[src/dsu_pkg.sv]
// ----------------------------------------------------------------------------
// dsu_pkg
// Shared widths, command codes and controller/datapath handshake types for
// the disjoint-set table.
// ----------------------------------------------------------------------------
`default_nettype none

package dsu_pkg;

  localparam int ELEM_W       = 10;
  localparam int CMD_W        = 2;
  localparam int RANK_W       = 4;
  localparam int DSU_ELEMENTS = 1024;

  localparam logic [RANK_W-1:0] RANK_MAX = '1;

  // Command codes carried on the input word
  localparam logic [CMD_W-1:0] CMD_FIND  = 2'd0;
  localparam logic [CMD_W-1:0] CMD_UNITE = 2'd1;
  localparam logic [CMD_W-1:0] CMD_CLEAR = 2'd2;

  typedef logic [ELEM_W-1:0] elem_t;
  typedef logic [CMD_W-1:0]  cmd_code_t;
  typedef logic [RANK_W-1:0] rank_t;

  // Datapath micro-operations, one per controller cycle
  typedef enum logic [3:0] {
    DP_NOP,
    DP_CAP,     // capture input word
    DP_CLR,     // one step of the table sweep
    DP_FSTART,  // start a find on elem_a or elem_b
    DP_WRD,     // walk: read parent of cursor
    DP_WCHK,    // walk: follow pointer or stop at root
    DP_CRD,     // compress: read parent of cursor
    DP_CCHK,    // compress: point cursor at root, advance
    DP_FEND,    // latch root of this find
    DP_RKA,     // read rank of first root
    DP_RKB,     // read rank of second root
    DP_LINK     // hang one root under the other
  } dp_op_t;

  typedef enum logic [1:0] {
    RES_ZERO,
    RES_FOUND,
    RES_RA,
    RES_LINK
  } res_src_t;

  typedef struct packed {
    dp_op_t   op;
    logic     sel_b;
    logic     res_wr;
    res_src_t res_src;
    logic     out_load;
    logic     in_ready;
  } dsu_cmd_t;

  typedef struct packed {
    logic e_in;      // selected element lies inside the table
    logic hit;       // parent read back equals cursor: root reached
    logic e_is_cur;  // start element is the root itself
    logic comp_end;  // parent read back is the root: path done
    logic link_ok;   // both in table and roots differ
    logic clr_last;  // sweep at last entry
    logic out_free;  // output register can take a word
  } dsu_sts_t;

endpackage

`default_nettype wire

[src/dsu_ctrl.sv]
// ----------------------------------------------------------------------------
// dsu_ctrl
// Sequencer for sweep, two-pass find, rank compare and link.
// ----------------------------------------------------------------------------
`default_nettype none

module dsu_ctrl import dsu_pkg::*; (
  input  logic      clk,
  input  logic      rst_n,
  input  logic      in_valid,
  input  cmd_code_t in_cmd,
  input  dsu_sts_t  sts,
  output dsu_cmd_t  ctl
);

  typedef enum logic [3:0] {
    S_CLR,
    S_IDLE,
    S_FSTART,
    S_WRD,
    S_WCHK,
    S_CRD,
    S_CCHK,
    S_FEND,
    S_RKA,
    S_RKB,
    S_LINK,
    S_DONE
  } state_t;

  state_t state_r, state_nxt;
  logic   phase_r, phase_nxt;      // 0: finding elem_a, 1: elem_b
  logic   unite_r, unite_nxt;
  logic   clr_rpt_r, clr_rpt_nxt;  // sweep was commanded, report a word

  always_comb begin
    ctl         = '0;
    ctl.op      = DP_NOP;
    ctl.res_src = RES_ZERO;
    ctl.sel_b   = phase_r;
    state_nxt   = state_r;
    phase_nxt   = phase_r;
    unite_nxt   = unite_r;
    clr_rpt_nxt = clr_rpt_r;
    unique case (state_r)
      S_CLR: begin
        ctl.op = DP_CLR;
        if (sts.clr_last) begin
          state_nxt = clr_rpt_r ? S_DONE : S_IDLE;
        end
      end
      S_IDLE: begin
        ctl.in_ready = 1'b1;
        if (in_valid) begin
          ctl.op    = DP_CAP;
          phase_nxt = 1'b0;
          unique case (in_cmd)
            CMD_FIND: begin
              unite_nxt = 1'b0;
              state_nxt = S_FSTART;
            end
            CMD_UNITE: begin
              unite_nxt = 1'b1;
              state_nxt = S_FSTART;
            end
            CMD_CLEAR: begin
              ctl.res_wr  = 1'b1;
              clr_rpt_nxt = 1'b1;
              state_nxt   = S_CLR;
            end
            default: begin
              ctl.res_wr = 1'b1;
              state_nxt  = S_DONE;
            end
          endcase
        end
      end
      S_FSTART: begin
        ctl.op    = DP_FSTART;
        state_nxt = sts.e_in ? S_WRD : S_FEND;
      end
      S_WRD: begin
        ctl.op    = DP_WRD;
        state_nxt = S_WCHK;
      end
      S_WCHK: begin
        ctl.op = DP_WCHK;
        if (sts.hit) begin
          state_nxt = sts.e_is_cur ? S_FEND : S_CRD;
        end else begin
          state_nxt = S_WRD;
        end
      end
      S_CRD: begin
        ctl.op    = DP_CRD;
        state_nxt = S_CCHK;
      end
      S_CCHK: begin
        ctl.op    = DP_CCHK;
        state_nxt = sts.comp_end ? S_FEND : S_CRD;
      end
      S_FEND: begin
        ctl.op = DP_FEND;
        if (!unite_r) begin
          ctl.res_wr  = 1'b1;
          ctl.res_src = RES_FOUND;
          state_nxt   = S_DONE;
        end else if (!phase_r) begin
          phase_nxt = 1'b1;
          state_nxt = S_FSTART;
        end else if (sts.link_ok) begin
          state_nxt = S_RKA;
        end else begin
          ctl.res_wr  = 1'b1;
          ctl.res_src = RES_RA;
          state_nxt   = S_DONE;
        end
      end
      S_RKA: begin
        ctl.op    = DP_RKA;
        state_nxt = S_RKB;
      end
      S_RKB: begin
        ctl.op    = DP_RKB;
        state_nxt = S_LINK;
      end
      S_LINK: begin
        ctl.op      = DP_LINK;
        ctl.res_wr  = 1'b1;
        ctl.res_src = RES_LINK;
        state_nxt   = S_DONE;
      end
      S_DONE: begin
        if (sts.out_free) begin
          ctl.out_load = 1'b1;
          clr_rpt_nxt  = 1'b0;
          state_nxt    = S_IDLE;
        end
      end
      default: begin
        state_nxt = S_IDLE;
      end
    endcase
  end

  always_ff @(posedge clk) begin
    if (!rst_n) begin
      state_r   <= S_CLR;
      phase_r   <= 1'b0;
      unite_r   <= 1'b0;
      clr_rpt_r <= 1'b0;
    end else begin
      state_r   <= state_nxt;
      phase_r   <= phase_nxt;
      unite_r   <= unite_nxt;
      clr_rpt_r <= clr_rpt_nxt;
    end
  end

  a_out_room: assert property (@(posedge clk) disable iff (!rst_n)
    ctl.out_load |-> sts.out_free)
    else $error("result loaded into occupied output register");

  a_clr_seq: assert property (@(posedge clk) disable iff (!rst_n)
    (in_valid && ctl.in_ready && in_cmd == CMD_CLEAR) |=> (state_r == S_CLR && clr_rpt_r))
    else $error("clear command did not start a reported sweep");

  a_link_ctx: assert property (@(posedge clk) disable iff (!rst_n)
    (state_r == S_LINK) |-> (unite_r && phase_r && $past(state_r) == S_RKB))
    else $error("link outside a unite after both finds");

endmodule

`default_nettype wire

[config.mk]
export PLATFORM = sky130hd
export DESIGN_NAME = dsu_ctrl
export DESIGN_NICKNAME = d
export VERILOG_FILES = /design/src/dsu_pkg.sv /design/src/dsu_ctrl.sv
export SDC_FILE = /design/constraint.sdc
export NUM_CORES = 1
export LEC_CHECK = 0
export BUFFER_PORTS_ARGS = -buffer_cell sky130_fd_sc_hd__buf_2
export CAP_MARGIN = 30
export CORE_MARGIN = 2
export CORE_UTILIZATION = 43
export CTS_CLUSTER_DIAMETER = 50
export DETAILED_ROUTE_END_ITERATION = 10
export GPL_TIMING_DRIVEN = 1
export PLACE_DENSITY = 0.76
export SLEW_MARGIN = 10
export SYNTH_ARGS = -nofsm -noshare
export SYNTH_HDL_FRONTEND = slang
export SYNTH_SLANG_ARGS = --single-unit
export TNS_END_PERCENT = 50
[constraint.sdc]
create_clock -name clk -period 2.4 [get_ports clk]
set_clock_uncertainty 0.1 [all_clocks]
set_input_delay 0.24 -clock clk [delete_from_list [all_inputs] [get_ports clk]]
set_output_delay 0.24 -clock clk [all_outputs]
set_load 0.01 [all_outputs]
# Word-level counts from Yosys, hierarchy flattened
# Index checks and enable logic that the tools add are counted.
[word_totals] ff_bits=7 inputBits=12 out_inout_bits=10
[op_classes] eq_ne=18 mux=33 reduce_logical=10
[op_table] cell="$pmux W4 S12" n=1
[op_table] cell="$pmux W4 S11" n=1
[op_table] cell="$mux W4" n=6
[op_table] cell="$eq A4 B3 Y1 const B" n=4
[op_table] cell="$eq A4 B4 Y1 const B" n=4
[op_table] cell="$mux W3" n=5
[op_table] cell="$mux W1" n=11
[op_table] cell="$reduce_and A3 Y1" n=3
[op_table] cell="$eq A4 B2 Y1 const B" n=2
[op_table] cell="$ne A2 B2 Y1 const B" n=4
[op_table] cell="$pmux W4 S2" n=1
[op_table] cell="$mux W2" n=3
[op_table] cell="$pmux W1 S2" n=3
[op_table] cell="$reduce_bool A2 Y1" n=3
[op_table] cell="$eq A4 B1 Y1 const B" n=1
[op_table] cell="$logic_not A4 Y1" n=1
[op_table] cell="$pmux W2 S2" n=1
[op_table] cell="$reduce_and A4 Y1" n=1
[op_table] cell="$pmux W1 S3" n=1
[op_table] cell="$eq A2 B1 Y1 const B" n=1
[op_table] cell="$eq A2 B2 Y1 const B" n=1
[op_table] cell="$logic_not A2 Y1" n=1
[op_table] cell="$ne A2 B1 Y1 const B" n=1
[op_table] cell="$reduce_or A2 Y1" n=1

# Logic depth before layout (Yosys ltp)
# Gate-level depths: netlist of the first run.
[logic_depth] ltp_word=5 ltp_mapped=6 depth_no_buf=4

# Worst setup path before layout of the first run
# Ideal clock, no wire load.
[synth_path] path_kind="flip-flop to output port" startpoint="register state_r[0]" endpoint="output ctl[3] (netlist name)" arrival_ns=1.054 setup_slack_ns=1.006 stages_incl_launch_ff=6 path_buffers=2 path_cell_list="dfxtp_1 > buf_4 > buf_4 > nand3b_1 > nor4_1 > o21a_1"
[synth_lines] item="start, declared" line_no="dsu_ctrl.sv:31" text="state_t state_r, state_nxt;"
[synth_lines] item="start signal, assigned" line_no="dsu_ctrl.sv:153" text="state_r <= state_nxt;"
[synth_lines] item="end, declared" line_no="dsu_ctrl.sv:13" text="output dsu_cmd_t ctl"

==> qor.yml, run 1 <==
critical_path:
  crit_path_start_kind: "flop"
  worstSetupPathType: "reg2out"
  crit_path_max_incr_delay_ns: 0.75
  r2r-start: "state_r[2]"
  crit_path_end_kind: "output pin"
  reg2reg_to: "state_r[1]"
  cp_data_required_time_ns: 2.06
  cp_data_arrival_time_ns: 1.72
  crit_family: "flip-flops"
  critPathMaxFanout: 17
  reg2reg_slack_ns: 0.63
  crit_slowest_cell: "dfxtp_1"
  crit_buf_inv: 1
  crit_chain: "nand2b_1, nor2_1, o21ai_1, nand2_1, buf_2"
  reg2reg_depth: 4
routing:
  drt_iter0_markers: 35
  routedWlPerCell_um: 14.1
  dr.pass1.iters: 4
  via_per_inst: 6.07
  wl_um: 1780
  antenna_left: 0
  vias: 765
  drc: 0
place:
  port_buffers: 21
  gp_congestion: 0.891
  dpl.hpwl_um: 1360
sta:
  whs_ns: 0.171
  worst_pin_slew_ns: 0.683
  fin_crit_sh_pct: 85.8
  fmax_mhz: 485
  fin_tns_setup_ns: 0
  rsz0062_at_grt: "no"
  slew_headroom_pct: 54.4
  slew_viol_final: 0
  hold_viol: 0
  layout_min_cycle_time_ns: 2.06
  setup_viol: 0
hold_path:
  min_from: "rst_n"
  hold_class: "in2reg"
  min_path_cells: 2
  min_to: "phase_r"
floorplan:
  fp.dieW_um: 44.9
  io_pins: 22
  start_util_pct: 46.7
  num_rows: 14
  die_area_um2: 2020
  die_height_um: 44.9
  core_um2: 1540
clock_tree:
  cts_setup_buffers: 0
  cts_resized: 0
  cts_made_buffers: 3
  cts_tree: "yes"
  cts_root_buf: "clkbuf_4"
  htree_levels: 1
  cts.sinks: 7
  path_clk_slew_ns: 0.05
  cts_hold_buf: 0
  clk_latency_ns: 0.25
  cts_max_path_buffers: 2
grt:
  grt_pass1_wl_um: 2790
  grtUsageTotal_pct: 18.7
  grt_max_degree: 19
  antenna_found_initial: 0
  grt_pass1_vias: 620
  overflow: 0
cells_and_area:
  mostFrequentLayoutCells: "21 x buf_2, 10 x nor2_1, 7 x nand2_1, 7 x dfxtp_1, 6 x inv_1"
  layout_commonest_cell: "buf_2"
  antenna_cells: 0
  nets: 123
  syn2layout_area_growth_pct: 12.5
  drive_above_1_share_pct: 29.1
synthesis:
  synth_warnings: 0
  synth_cells: 92
  ys_ff_latch: 7
  seq_area_frac_synth_pct: 19.5
  ys_types: 44
  syn-cell-area_um2: 719
  syn_area_per_cell_um2: 7.82
  syn_nets: 104
pwr:
  power_mw: 0.524
  vdd_drop_max_mv: 0.393
  power_density_nw_per_um2: 647
  power.leakage_nw: 0.378
job:
  cap_violations: 0
outcome:
  outcome: "complete, no violations"
-- metal layers --
metal	vias up	GRT usage [%]	share of wire, %
met5	-	0	0
met4	0	5.29	0
li1	373	-	-
met2	34	27.8	48
met1	358	27.8	43
met3	0	2.80	8.5
-- report_power, final --
part           switching (mW)  internal (mW)  total (mW)
logic                   0.125          0.118       0.243
registers              0.0488          0.129       0.178
clock network          0.0403         0.0633       0.104
-- synthesized netlist by cell type, drive strengths merged --
cell / count / area [µm²]
inv: 6 / 22.5
nor4b: 1 / 8.76
o22ai: 1 / 6.26
o32a: 1 / 10.0
o21bai: 1 / 7.51
nor3b: 1 / 7.51
o32ai: 1 / 8.76
dfxtp: 7 / 140
a21oi: 5 / 25.0
buf: 8 / 68.8
xor2: 1 / 8.76
a21o: 1 / 7.51
o31ai: 1 / 21.3
o41ai: 1 / 8.76
nand2: 7 / 26.3
o311a: 2 / 20.0
nand4: 1 / 6.26
nor3: 3 / 20.0
o21a: 4 / 30.0
o21ai: 6 / 33.8
xnor2: 1 / 8.76
nand3b: 2 / 15.0
nor2b: 1 / 13.8
nand2b: 3 / 18.8
a221oi: 2 / 23.8
nor4: 1 / 6.26
mux2i: 2 / 20.0
and2: 1 / 6.26
o211a: 1 / 10.0
a31oi: 2 / 12.5
nand4b: 1 / 8.76
a22oi: 1 / 12.5
or2: 2 / 12.5
o22a: 1 / 8.76
nor2: 11 / 48.8
nand3: 1 / 5.00
-- registers in the layout (all words and copies together) (netlist names) --
register and flops:
unite_r 1, state_r 4, phase_r 1, clr_rpt_r 1
-- worst reg2reg max path: cells and delay by family, from the launching register on --
kind             cells  cell delay (ns)
flip-flops           1             0.75
AO/OA/AOI/OAI        3             0.53
AND/OR/NAND/NOR      1             0.28
-- kinds of logic (layout without fill, tap and decap cells) --
| group | after synthesis | count (layout) | synth area share, % |
|---|---|---|---|
| AND/OR/NAND/NOR | 36 | 36 | 28.4 |
| multiplexers | 2 | 2 | 2.78 |
| XOR/XNOR | 2 | 2 | 2.44 |
| buffers and inverters | 14 | 32 | 12.7 |
| AO/OA/AOI/OAI | 31 | 31 | 34.3 |
| flip-flops | 7 | 7 | 19.5 |
-- worst max path at each step --
stage,depth (start not counted),end,startpoint,slack (ns)
6_report,5,ctl[4],state_r[2],0.34
5_1_grt,4,ctl[3],state_r[2],0.22
4_1_cts,5,ctl[4],state_r[2],0.34
3_5_place_dp,5,ctl[4],state_r[2],0.62
3_3_place_gp,5,ctl[4],state_r[2],0.68
2_1_floorplan,5,ctl[3],state_r[0],1.01
-- stage by stage --
stage	std cells	instance area, µm²	util (%)	setup slack [ns]
2_1_floorplan	92	719	-	1.01
3_3_place_gp	122	783	50.8	0.675
3_5_place_dp	122	783	50.8	0.623
4_1_cts	126	810	52.5	0.343
5_1_grt	126	810	52.5	0.222
6_report	126	810	52.5	0.340
-- area by class of cell --
| cell class | count | area, µm² |
|---|---|---|
| Tap cell | 16 | 20.0 |
| Fill cell | 167 | 732 |
| Timing Repair Buffer | 22 | 113 |
| Sequential cell | 7 | 140 |
| Inverter | 6 | 22.5 |
| Multi-Input combinational cell | 71 | 488 |
| Clock buffer | 4 | 26.3 |
Power figures use the tool's default switching activity.
==> inputs of run 2 (changes only) <==
--- a/config.mk
+++ b/config.mk
@@ -8,11 +8,12 @@
 export BUFFER_PORTS_ARGS = -buffer_cell sky130_fd_sc_hd__buf_2
 export CAP_MARGIN = 30
 export CORE_MARGIN = 2
-export CORE_UTILIZATION = 43
+export CORE_UTILIZATION = 45
 export CTS_CLUSTER_DIAMETER = 50
 export DETAILED_ROUTE_END_ITERATION = 10
 export GPL_TIMING_DRIVEN = 1
-export PLACE_DENSITY = 0.76
+export PLACE_DENSITY = 0.78
+export RECOVER_POWER = 50
 export SLEW_MARGIN = 10
 export SYNTH_ARGS = -nofsm -noshare
 export SYNTH_HDL_FRONTEND = slang
==> constraint.sdc (replaced) <==
create_clock -name clk -period 2.5 [get_ports clk]
set_clock_uncertainty 0.1 [all_clocks]
set_input_delay 0.25 -clock clk [delete_from_list [all_inputs] [get_ports clk]]
set_output_delay 0.25 -clock clk [all_outputs]
set_load 0.01 [all_outputs]
==> run 2 against run 1 <==
Design area decreased by 2.6%; clock power shrank 4%; combinational power shrank 9.9%; largest power group unchanged; register-to-register slack improved by 0.08 ns; utilization shrank 0.19 points; first-iteration DRC count up 46%; worst hold slack improved by 0.0091 ns; final cell count stayed put; count of clock-buffer cells in the layout did not move; non-clock buffer count unchanged.
==> qor.yml, run 2 (same netlist as run 1, synthesis figures left out) <==
place:
  place_inst: 122  # unchanged
  dpl.hpwl_um: 1290  # -5.2%
  port_buffers: 21  # unchanged
  gp_congestion: 0.822  # -7.7%
  dpl_worst_slack_ns: 0.700  # +0.0764 ns
grt:
  overflow: 0  # unchanged
  grt_pass1_vias: 636  # +2.6%
  grt_max_degree: 19  # unchanged
  grt_pass1_wl_um: 2840  # +1.7%
  antenna_found_initial: 0  # unchanged
  grtUsageTotal_pct: 20.2  # +1.5 points
cells_and_area:
  nets: 123  # unchanged
  antenna_cells: 0  # unchanged
  largest_reg_flops: 4  # unchanged
  multiInputGateArea_um2: 469  # -3.8%
  mostFrequentLayoutCells: "19 x buf_2, 11 x nor2_1, 7 x nand2_1, 7 x dfxtp_1, 6 x inv_1"
  layout_commonest_cell: "buf_2"
  regArea_um2: 140  # unchanged
  drive_above_1_share_pct: 24.5  # -4.5 points
  syn2layout_area_growth_pct: 9.57
  fill_cells: 150  # -10%
  fin_cells: 126  # unchanged
  top_register: "state_r"
outcome:
  outcome: "complete, no violations"
clock_tree:
  clk_latency_ns: 0.25  # about the same
  cts_setup_buffers: 0  # unchanged
  htree_levels: 1  # unchanged
  cts_root_buf: "clkbuf_4"
  cts_resized: 0  # unchanged
  cts.sinks: 7  # unchanged
  cts_max_path_buffers: 2  # unchanged
  cts_hold_buf: 0  # unchanged
  cts_tree: "yes"
  path_clk_slew_ns: 0.05  # about the same
  cts_made_buffers: 3  # unchanged
sta:
  slew_headroom_pct: 58.4  # +4.0 points
  fmax_mhz: 492
  layout_min_cycle_time_ns: 2.03
  fin_ws_ns: 0.468  # +0.128 ns
  worst_pin_slew_ns: 0.623  # -0.0598 ns
  hold_viol: 0  # unchanged
  fin_crit_sh_pct: 81.3
  rsz0062_at_grt: "no"
  slew_viol_final: 0  # unchanged
  whs_ns: 0.180  # +0.00913 ns
  fin_tns_setup_ns: 0  # unchanged
  setup_viol: 0  # unchanged
routing:
  wl_um: 1710  # -4.0%
  drt_iter0_markers: 51  # +46%
  vias: 750  # -2.0%
  antenna_left: 0  # unchanged
  routedWlPerCell_um: 13.6  # -4.0%
  dr.pass1.iters: 4  # unchanged
  via_per_inst: 5.95  # -2.0%
  drc: 0  # unchanged
floorplan:
  core_um2: 1510  # -2.3%
  start_util_pct: 47.8  # +1.1 points
  die_area_um2: 1930  # -4.1%
  fp.dieW_um: 44.0  # -2.0%
  io_pins: 22  # unchanged
  num_rows: 14  # unchanged
  die_height_um: 44.0  # -2.0%
hold_path:
  hold_class: "in2reg"
job:
  cap_violations: 0  # unchanged
critical_path:
  crit_path_start_kind: "flop"
  cp_data_arrival_time_ns: 1.68  # -0.04 ns
  cp_data_required_time_ns: 2.15  # +0.09 ns
  critPathMaxFanout: 15  # -2
  worstSetupPathType: "reg2out"
  crit_path_end_kind: "output pin"
pwr:
  power.leakage_nw: 0.364  # -3.5%
  vdd_drop_max_mv: 0.384  # -2.4%
  power_mw: 0.488  # -6.9%
  power_density_nw_per_um2: 619  # -4.4%
## run 2: layout make-up
type / count / share of cell area, %
clock buffer: 4 / 3.33
inverter: 6 / 2.86
multi-input combinational: 71 / 59.5
sequential: 7 / 17.8
tap: 16 / 2.54
timing repair buffer: 22 / 14.0
## run 2: through the flow
step | area (µm²) | utilization (%)
floorplan | 719 | -
global placement | 783 | 52.0
detailed placement | 783 | 52.0
CTS | 810 | 53.7
global route | 788 | 52.3
finish | 788 | 52.3
## run 2: per-layer routing
layer	track usage [%]	wire [µm]	up-vias
li1	-	-	371
met1	26.3	744	334
met2	31.8	804	41
met3	2.50	145	4
met4	11.5	14	0
met5	0	0	-
## run 2: final timing paths
check                   from          to  slack [ns]  depth (start not counted)
setup / recovery  state_r[3]      ctl[4]        0.47                          5
hold / removal         rst_n     phase_r        0.18                          2
setup reg to reg  state_r[1]  state_r[3]        0.71                          4
hold reg to reg    clr_rpt_r   clr_rpt_r        0.45                          1
## run 2: worst max-delay path, cell delays in order (launching register included)
cell and delay (ns):
dfxtp_1 0.68, nand2b_1 0.22, nor2_1 0.22, o21ai_1 0.10, nand2_1 0.09, buf_2 0.12
## run 2: where the power goes
group          internal, mW  switching, mW  total (mW)  leakage [nW]
Sequential            0.124         0.0452       0.169        0.0570
Combinational         0.107          0.112       0.219         0.292
Clock                0.0607         0.0388      0.0995        0.0150
Total                 0.292          0.196       0.488         0.364
